===== src/hw/rtl/dmw_delay.sv =====
// Enabled shift-register delay line for sideband data.
module dmw_delay #(
  parameter int W = 8,
  parameter int D = 4
) (
  input  logic         clk_i,
  input  logic         en_i,
  input  logic [W-1:0] d_i,
  output logic [W-1:0] q_o
);
  logic [W-1:0] sr_q [D];

  always_ff @(posedge clk_i) begin
    if (en_i) begin
      sr_q[0] <= d_i;
      for (int i = 1; i < D; i++) begin
        sr_q[i] <= sr_q[i-1];
      end
    end
  end

  assign q_o = sr_q[D-1];
endmodule


===== config.mk =====
export PLATFORM = sky130hd
export DESIGN_NAME = dmw_delay
export DESIGN_NICKNAME = d
export VERILOG_FILES = /design/src/hw/rtl/dmw_delay.sv
export SDC_FILE = /design/constraint.sdc
export NUM_CORES = 1
export LEC_CHECK = 0
export BUFFER_PORTS_ARGS = -buffer_cell sky130_fd_sc_hd__clkbuf_2
export CAP_MARGIN = 20
export CORE_MARGIN = 4
export CORE_UTILIZATION = 55
export DETAILED_ROUTE_END_ITERATION = 6
export PLACE_DENSITY = 0.79
export SLEW_MARGIN = 10
export SYNTH_ARGS = -nofsm -noshare
export SYNTH_HDL_FRONTEND = slang
export SYNTH_SLANG_ARGS = --single-unit

===== constraint.sdc =====
create_clock -name clk_i -period 1.8 [get_ports clk_i]
set_input_delay 0.09 -clock clk_i [delete_from_list [all_inputs] [get_ports clk_i]]
set_output_delay 0.09 -clock clk_i [all_outputs]
set_load 0.02 [all_outputs]

==> metrics.yaml <==
finalSetupViolCount: 0
critPathSlowestCell: "edfxtp_1"
viasPerCell: 5.01
area_growth_pct: 24.0
powerDensity_nw_per_um2: 1070
hold_start: "sr_q[1][7]$_DFFE_PP_"
power_leakage_nw: 0.443
ios: 18
cts_setup_buffers: 0
p_int_w: 0.00104
drt_iter0_markers: 2
seq_area_frac_synth_pct: 100
tns_ns: 0
cts_buffers: 5
skew_ns: 0.00609
layout.nets: 74
drv_slew: 0
clk_latency_ns: 0.31
clk_path_buf_depth: 2
path_buf_inv: 1
drtPass1Iterations: 2
grtUsageMet3_pct: 7.23
grt_max_degree: 33
diodes: 0
ys_types: 1
syn_area_um2: 961
ys_warn_count: 0
largest_reg_flops: 32
syn-num-nets: 42
synth_compound_area_share_pct: 0
grt.met2_usage_pct: 14.8
status: "completed"
timing.hold.ws_ns: 0.416
ir_drop_mv: 0.781
worst_pin_slew_ns: 0.711
die_area_um2: 2480
root_buffer: "clkbuf_4"
ys_ff_latch: 32
crit_fanout: 1
synth_xor_area_share_pct: 0
crit_path_cell_trace: "clkbuf_2"
routed_wirelength_mm: 1.03
largest_register: "sr_q"
critical_path.top_delay_family: "flip-flops"
switching_share_pct: 18.9
r2r-start: "sr_q[1][3]$_DFFE_PP_"
die_w_um: 49.8
fillCellCount: 88
syn_inst: 32
fmax_ghz: 1.08
multi_input_gates: 0
fin_crit_ns: 0.925
die_y_um: 49.8
drc_errors: 0
grt_pass1_vias: 355
cts.sinks: 32
register_area_um2: 961
routabilityCongestion: 0.592
hp-class: "reg2reg"
cts_max_level: 2
clk_pin_slew_worst_paths_ns: 0.08
start_util_pct: 61.0
core_um2: 1580
antenna_left: 0
critPathCaptureType: "output port"
drive_gt1_share_pct: 34.4
cp-startpoint: "sr_q[3][7]$_DFFE_PP_"
max_stage_delay_ns: 0.37
rsz0062_at_grt: "no"
critical_path_class: "reg2out"
hold_violations: 0
drv_cap: 0
grt_pass1_wl_mm: 1.72
worstPathArrival_ns: 0.84
antenna_found_initial: 0
slew_headroom_pct: 52.6
use_met1_pct: 11.7
rows: 14
synthMuxAreaShare_pct: 0
seqPwrFrac_pct: 69.4
multiInputGateArea_um2: 0
tritoncts: "built"
p_sw_w: 0.000242
fin_crit_sh_pct: 51.4
yosys.area_share.simple_pct: 0
grt-ovfl-total: 0
start_kind: "flop"
combPwrFrac_pct: 4.6
reg_top3: "sr_q x32"
io_buffers: 17
routedWlPerCell_um: 12.9
worstPathRequired_ns: 1.71
clock_power_share_pct: 26.0
syn_area_per_cell_um2: 30.0
grt_most_used_layer: "met2"
vias: 401
grtUsageTotal_pct: 10.2
final_core_util_pct: 75.6
synthAdderAreaFrac_pct: 0
-- cell families after synthesis --
family / count (synthesis)
flip-flops: 32
-- cells in the mapped netlist, drive strengths merged --
cell,count,area [um^2]
edfxtp,32,961
-- through the flow --
step | instance area [um^2] | total power [W] | setup slack [ns] | std cells
floorplan | 961 | 0.000916 | 1.21 | 32
global placement | 1070 | 0.000944 | 0.796 | 65
detailed placement | 1070 | 0.000949 | 0.760 | 65
CTS | 1190 | 0.00129 | 0.858 | 80
global route | 1190 | 0.00135 | 0.815 | 80
finish | 1190 | 0.00128 | 0.875 | 80
-- final timing paths --
| kind | slack (ns) | cells past startpoint | endpoint |
|---|---|---|---|
| min reg2reg | 0.42 | 0 | sr_q[2][7]$_DFFE_PP_ |
| min | 0.42 | 0 | sr_q[2][7]$_DFFE_PP_ |
| max | 0.87 | 1 | q_o[7] |
| max reg2reg | 1.16 | 0 | sr_q[2][3]$_DFFE_PP_ |
-- repair_timing --
action	CTS	global route
hold buffers	8	0
gates resized for setup	0	0
endpoints found under the hold margin	8	0
-- power groups by stage --
stage,combinational [W],sequential (W),clock [W]
6_report,0.0000585,0.000888,0.000333
5_1_grt,0.0000640,0.000892,0.000392
4_1_cts,0.0000570,0.000889,0.000342
3_5_place_dp,0.0000437,0.000906,0
3_3_place_gp,0.0000425,0.000902,0
2_1_floorplan,0,0.000916,0
-- routing by layer --
| layer | part of all wire (%) | routed length [um] | vias up |
|---|---|---|---|
| met5 | 0 | 0 | - |
| met3 | 12 | 119 | 2 |
| li1 | - | - | 193 |
| met2 | 46 | 471 | 22 |
| met1 | 41 | 425 | 184 |
| met4 | 1.4 | 14 | 0 |
-- cells in the final DEF, fill, tap and decap left out, drive strengths merged --
| cell | count |
|---|---|
| edfxtp | 32 |
| clkbuf | 22 |
| dlygate4sd3 | 8 |
| clkinv | 2 |
-- cell type report --
type	instances	area share (%)
clock buffers	5	3.15
clock inverters	2	0.630
flip-flops and latches	32	80.7
well taps	16	1.68
repair buffers	25	13.9
(Power assumes the default switching activity.)
