File: src/hw/rtl/dmw_pkg.sv
// Shared widths, constants and result type for the daily min/max estimator.
package dmw_pkg;

  localparam int TEMP_W  = 14;
  localparam int RH_W    = 14;
  localparam int WIND_W  = 15;
  localparam int LWIND_W = 12;
  localparam int HWIND_W = 15;

  // Q24 fraction x/(x+237.3) as a signed word
  localparam int F_W     = 25;
  localparam int DIV_DW  = 16;
  localparam int FRAC_QW = 24;
  localparam int LONG_QW = 48;
  localparam int K_W     = 8;

  localparam int EXP_DEPTH_DEF = 256;

  localparam logic [20:0] EXPO_K    = 21'd1632852;
  localparam logic [16:0] TC_OFF    = 17'd23730;
  localparam logic [16:0] TK_OFF    = 17'd27317;
  localparam logic [13:0] RH_CAP    = 14'd10000;
  localparam logic [19:0] RECIP_100 = 20'd671089;
  localparam int          RECIP_SH  = 26;
  localparam bit   [63:0] LN2_Q30   = 64'd744261118;
  localparam bit   [63:0] Q30_ONE   = 64'd1073741824;

  // Frac divider plus sign fix-up, then the humidity path
  localparam int FRAC_LAT = FRAC_QW + 2;
  localparam int HUM_LAT  = LONG_QW + 9;

  typedef struct packed {
    logic signed [TEMP_W-1:0]  low_temp;
    logic signed [TEMP_W-1:0]  high_temp;
    logic        [RH_W-1:0]    low_humidity;
    logic        [RH_W-1:0]    high_humidity;
    logic        [LWIND_W-1:0] low_wind;
    logic        [HWIND_W-1:0] high_wind;
  } res_t;

endpackage

File: src/hw/rtl/dmw_div.sv
// Pipelined restoring divider, one quotient bit per stage, with a tag sideband.
module dmw_div #(
  parameter int QW = 24,
  parameter int TW = 1
) (
  input  logic                           clk_i,
  input  logic                           en_i,
  input  logic [dmw_pkg::DIV_DW+QW-1:0]  num_i,
  input  logic [dmw_pkg::DIV_DW-1:0]     dv_i,
  input  logic [TW-1:0]                  tag_i,
  output logic [QW-1:0]                  quo_o,
  output logic [dmw_pkg::DIV_DW-1:0]     rem_o,
  output logic [TW-1:0]                  tag_o
);
  import dmw_pkg::*;

  logic [DIV_DW-1:0] rem_q [QW+1];
  logic [DIV_DW-1:0] dv_q  [QW+1];
  logic [QW-1:0]     lo_q  [QW+1];
  logic [QW-1:0]     quo_q [QW+1];
  logic [TW-1:0]     tag_q [QW+1];

  // Upper numerator bits are below the divisor by construction
  always_ff @(posedge clk_i) begin
    if (en_i) begin
      rem_q[0] <= num_i[QW +: DIV_DW];
      lo_q[0]  <= num_i[QW-1:0];
      quo_q[0] <= '0;
      dv_q[0]  <= dv_i;
      tag_q[0] <= tag_i;
    end
  end

  for (genvar j = 1; j <= QW; j++) begin : g_step
    logic [DIV_DW:0] trial;
    logic            fits;

    assign trial = {rem_q[j-1], lo_q[j-1][QW-1]};
    assign fits  = trial >= {1'b0, dv_q[j-1]};

    always_ff @(posedge clk_i) begin
      if (en_i) begin
        rem_q[j] <= fits ? DIV_DW'(trial - {1'b0, dv_q[j-1]}) : DIV_DW'(trial);
        lo_q[j]  <= {lo_q[j-1][QW-2:0], 1'b0};
        quo_q[j] <= {quo_q[j-1][QW-2:0], fits};
        dv_q[j]  <= dv_q[j-1];
        tag_q[j] <= tag_q[j-1];
      end
    end
  end

  assign quo_o = quo_q[QW];
  assign rem_o = rem_q[QW];
  assign tag_o = tag_q[QW];
endmodule

File: config.mk
export PLATFORM = sky130hd
export DESIGN_NAME = dmw_div
export DESIGN_NICKNAME = d
export VERILOG_FILES = /design/src/hw/rtl/dmw_pkg.sv /design/src/hw/rtl/dmw_div.sv
export SDC_FILE = /design/constraint.sdc
export NUM_CORES = 2
export LEC_CHECK = 0
export BUFFER_PORTS_ARGS = -buffer_cell sky130_fd_sc_hd__buf_2
export CAP_MARGIN = 15
export CORE_ASPECT_RATIO = 1.25
export CORE_UTILIZATION = 57
export DETAILED_ROUTE_END_ITERATION = 7
export PLACE_DENSITY = 0.77
export SYNTH_ARGS = -nofsm -noshare
export SYNTH_HDL_FRONTEND = slang
export SYNTH_SLANG_ARGS = --single-unit
File: constraint.sdc
create_clock -name clk_i -period 3.2 [get_ports clk_i]
set_clock_uncertainty 0.05 [all_clocks]
set_input_delay 0.64 -clock clk_i [delete_from_list [all_inputs] [get_ports clk_i]]
set_output_delay 0.64 -clock clk_i [all_outputs]
set_load 0.01 [all_outputs]
==> metrics.md <==
| Metric | Value |
|---|---|
| Worst hold slack | 0.2341 ns |
| Area contributors post-synth | edfxtp_1, ha_1, mux2_2 |
| GPL Wtd Cong | 0.9307 |
| Grt total ovfl | 0 |
| Core Region | 0.1134 mm2 |
| Register area | 0.04231 mm2 |
| I/O pin total | 100 |
| Reg2reg setup slack | 0.06 ns |
| Area of the multi-input gates | 0.02126 mm2 |
| Vias per inst | 5.653 |
| Vias in the first global route | 38930 |
| Mux share of post-synthesis cell area | 0.05099 |
| DR WL/cell | 18.17 um |
| WP data required | 3.65 ns |
| DP Area | 0.06956 mm2 |
| Max Slew Vio Count | 0 |
| HPWL Detailed | 86490 um |
| CTS root buf | clkbuf_16 |
| 1st-iter DRT viols | 2416 |
| Vias | 38310 |
| Met1 Use GR | 0.2253 |
| Beginning of the critical path | rem_q[0][32]$_DFFE_PP_ |
| Worst-path clk slew | 0.06 ns |
| Clock sink count | 1409 |
| Final wirelength | 123200 um |
| Worst-case clock buffer depth | 3 |
| F_max | 318.4 MHz |
| Diode count | 0 |
| Synthesis Warnings | 0 |
| Met2 Track Usage GR | 0.4009 |
| CTS Buf Count | 140 |
| Die X | 305.0 um |
| Worst path max stage delay | 0.44 ns |
| Fillers | 7810 |
| Worst-Margin Slew | 0.6957 ns |
| PwrDens | 969.4 mW/mm2 |
| Max Cap Violations | 0 |
| Async SR Flop Fraction | 0 |
| Final std cell area, no fill | 0.07547 mm2 |
| First-pass GRT wire length | 195800 um |
| Area grow syn2layout | 15.41% |
| Slowest-stage cell, CP | edfxtp_1 |
| Gr busiest metal | met2 |
| Post-synth top area share | 0.6470 |
| Slew HR | 0.5319 |
| Final-stage net count | 5659 |
| Register area share after synthesis | 0.6470 |
| Commonest cells after routing, fill and taps aside | edfxtp_1, inv_1, ha_1, nor2_1, mux2_2 |
| Cell total after placement | 6446 |
| Worst vdd ir | 634.9 uV |
| Row count | 138 |
| R2R Path Start | rem_q[0][32]$_DFFE_PP_ |
| Gr usage total | 0.2128 |
| Buffers on Ports | 99 |
| Tmin final | 3.140 ns |
| Largest area contributor in the netlist | edfxtp_1 |
| CP Capture Point | rem_q[0][50]$_DFFE_PP_ |
| Hold Path Class | input pin to register |
| Synth Register Bits | 1409 |
| CP Cell Sequence | ha_4, nor2b_1, o31a_1, o31ai_2, buf_4, a211oi_2, o311ai_1, a21oi_1, o32a_1, buf_12, mux2_2 |
| Initial core utilization | 0.5764 |
| Routed Antenna Nets | 0 |
| Setup crit end kind | register |
| Syn_area_per_cell | 13.85 um2 |
| R2r worst-path depth | 11 |
| Met3 GRT Util | 0.03371 |
| Post-Synth Adder-Cell Area | 0.08082 |
| Antenna violations before repair | 0 |
| CP Max Fanout | 16 |
| Synth Area in Compound Gates | 0.08801 |
| Setup CP Type | register to register |
| Commonest non-fill, non-tap cell in the layout | edfxtp_1 |
| Cell variety after synth | 74 |
| Clock Latency Late Sink | 0.78 ns |
| Drt pass-1 iters | 5 |
| Die area | 0.1161 mm2 |
| Synthesized area | 0.06539 mm2 |
| DRC viols | 0 |
| Outcome | completed |
| Setup crit start kind | register |
| EDFF count, synth | 1409 |
| Largest net degree at the start of global routing | 110 |
| Die Y | 380.7 um |
| Largest family of logic cells by synthesized area | compound AO/OA/AOI/OAI gates |
| XOR/XNOR Fraction of Synth Area | 0.03281 |
| Non-filler instance count after layout | 6778 |
| Hold depth | 1 |
| TritonCTS clock tree | built |
| Final Hold Viols | 0 |
| Syn nets | 5188 |
| Period utilization | 0.9814 |
| Share of post-route cells with drive strength above 1 | 0.1671 |
| Primary FF master, synth | edfxtp_1 |
| Number of H-tree branching levels | 4 |
| Setup TNS | 0 ns |
| R2r endpoint | rem_q[0][50]$_DFFE_PP_ |
| Synth Area in Simple Gates | 0.06714 |
| Leakage | 29.57 nW |
| WP data arrival | 3.59 ns |
| Final setup fails | 0 |
| Cells after synthesis | 4721 |
report_power, final:
group | switching, mW | total [mW] | internal [mW]
registers | 2.08 | 27.7 | 25.7
clock network | 7.00 | 17.2 | 10.2
logic | 14.4 | 28.2 | 13.8
layer usage:
layer / wire length, um / vias up
met3: 4360 / 357
met1: 45820 / 18540
li1: - / 18550
met4: 6255 / 0
met2: 66750 / 866
met5: 0 / -
critical path: cells and delay by family, from the launching register on:
family	cells	cell delay, ns
AO/OA/AOI/OAI	6	1.33
AND/OR/NAND/NOR	1	0.13
adder cells (fa/ha/maj)	1	0.28
buffers and inverters	2	0.35
flip-flops	1	0.44
multiplexers	1	0.28
through the flow:
| stage | utilization | total power [mW] | worst slack [ns] |
|---|---|---|---|
| floorplan | - | 47.24 | 0.1103 |
| global placement | 0.6132 | 54.34 | -0.2420 |
| detailed placement | 0.6132 | 55.26 | -0.2642 |
| CTS | 0.6613 | 72.90 | 0.01220 |
| global route | 0.6653 | 77.33 | -0.01927 |
| finish | 0.6653 | 73.16 | 0.05962 |
Yosys cell counts, drive strengths merged, types with 15 or more instances:
library cell,instances
a21oi,242
a21o,60
ha,384
xor2,71
nand4,49
o31a,24
nor4,31
buf,23
inv,525
nor2,322
nor2b,66
or3,32
clkbuf,17
fa,24
o21ai,206
nand2b,33
mux2,250
o21a,75
a211oi,35
xnor2,174
nand3,65
o211ai,16
mux2i,50
or2,17
a2111oi,15
nand2,185
a31oi,23
edfxtp,1409
o31ai,40
a21boi,24
nor3,69
registers in the layout, indices dropped and copies added (netlist names):
register  flops
tag_q        25
dv_q        384
rem_q       400
quo_q       300
lo_q        300
what timing repair did:
item                                   in CTS  in global routing
hold buffers                               57                  0
setup endpoints to repair                  77                258
gates resized for setup                    11                 74
endpoints found under the hold margin      57                  0
cloned                                      0                  1
buffers inserted                            0                 16
pin swaps                                   2                 17
kinds of logic after synthesis:
logic type	Yosys count
buf+inv	565
flops	1409
xor+xnor	245
compound gates	874
fa+ha+maj	408
mux	300
simple gates	920
worst min path at each step:
| stage | to | from | slack [ns] |
|---|---|---|---|
| after floorplan | lo_q[0][100]$_DFFE_PP_ | lo_q[0][75]$_DFFE_PP_ | 0.35 |
| final | lo_q[0][1]$_DFFE_PP_ | en_i | 0.23 |
| after global routing | lo_q[0][1]$_DFFE_PP_ | en_i | 0.25 |
| after global placement | quo_q[2][162]$_DFFE_PP_ | quo_q[2][137]$_DFFE_PP_ | 0.35 |
| after CTS | lo_q[0][0]$_DFFE_PP_ | en_i | 0.22 |
| after detailed placement | lo_q[0][151]$_DFFE_PP_ | lo_q[0][126]$_DFFE_PP_ | 0.35 |
cell type report:
type	count	share of cell area
clock buffer	164	0.04902
clock inverter	94	0.01530
inverter	525	0.02611
multi-input combinational	2747	0.2817
sequential	1409	0.5606
tap	1470	0.02437
timing repair buffer	369	0.04287
(Power assumes the default switching activity.)
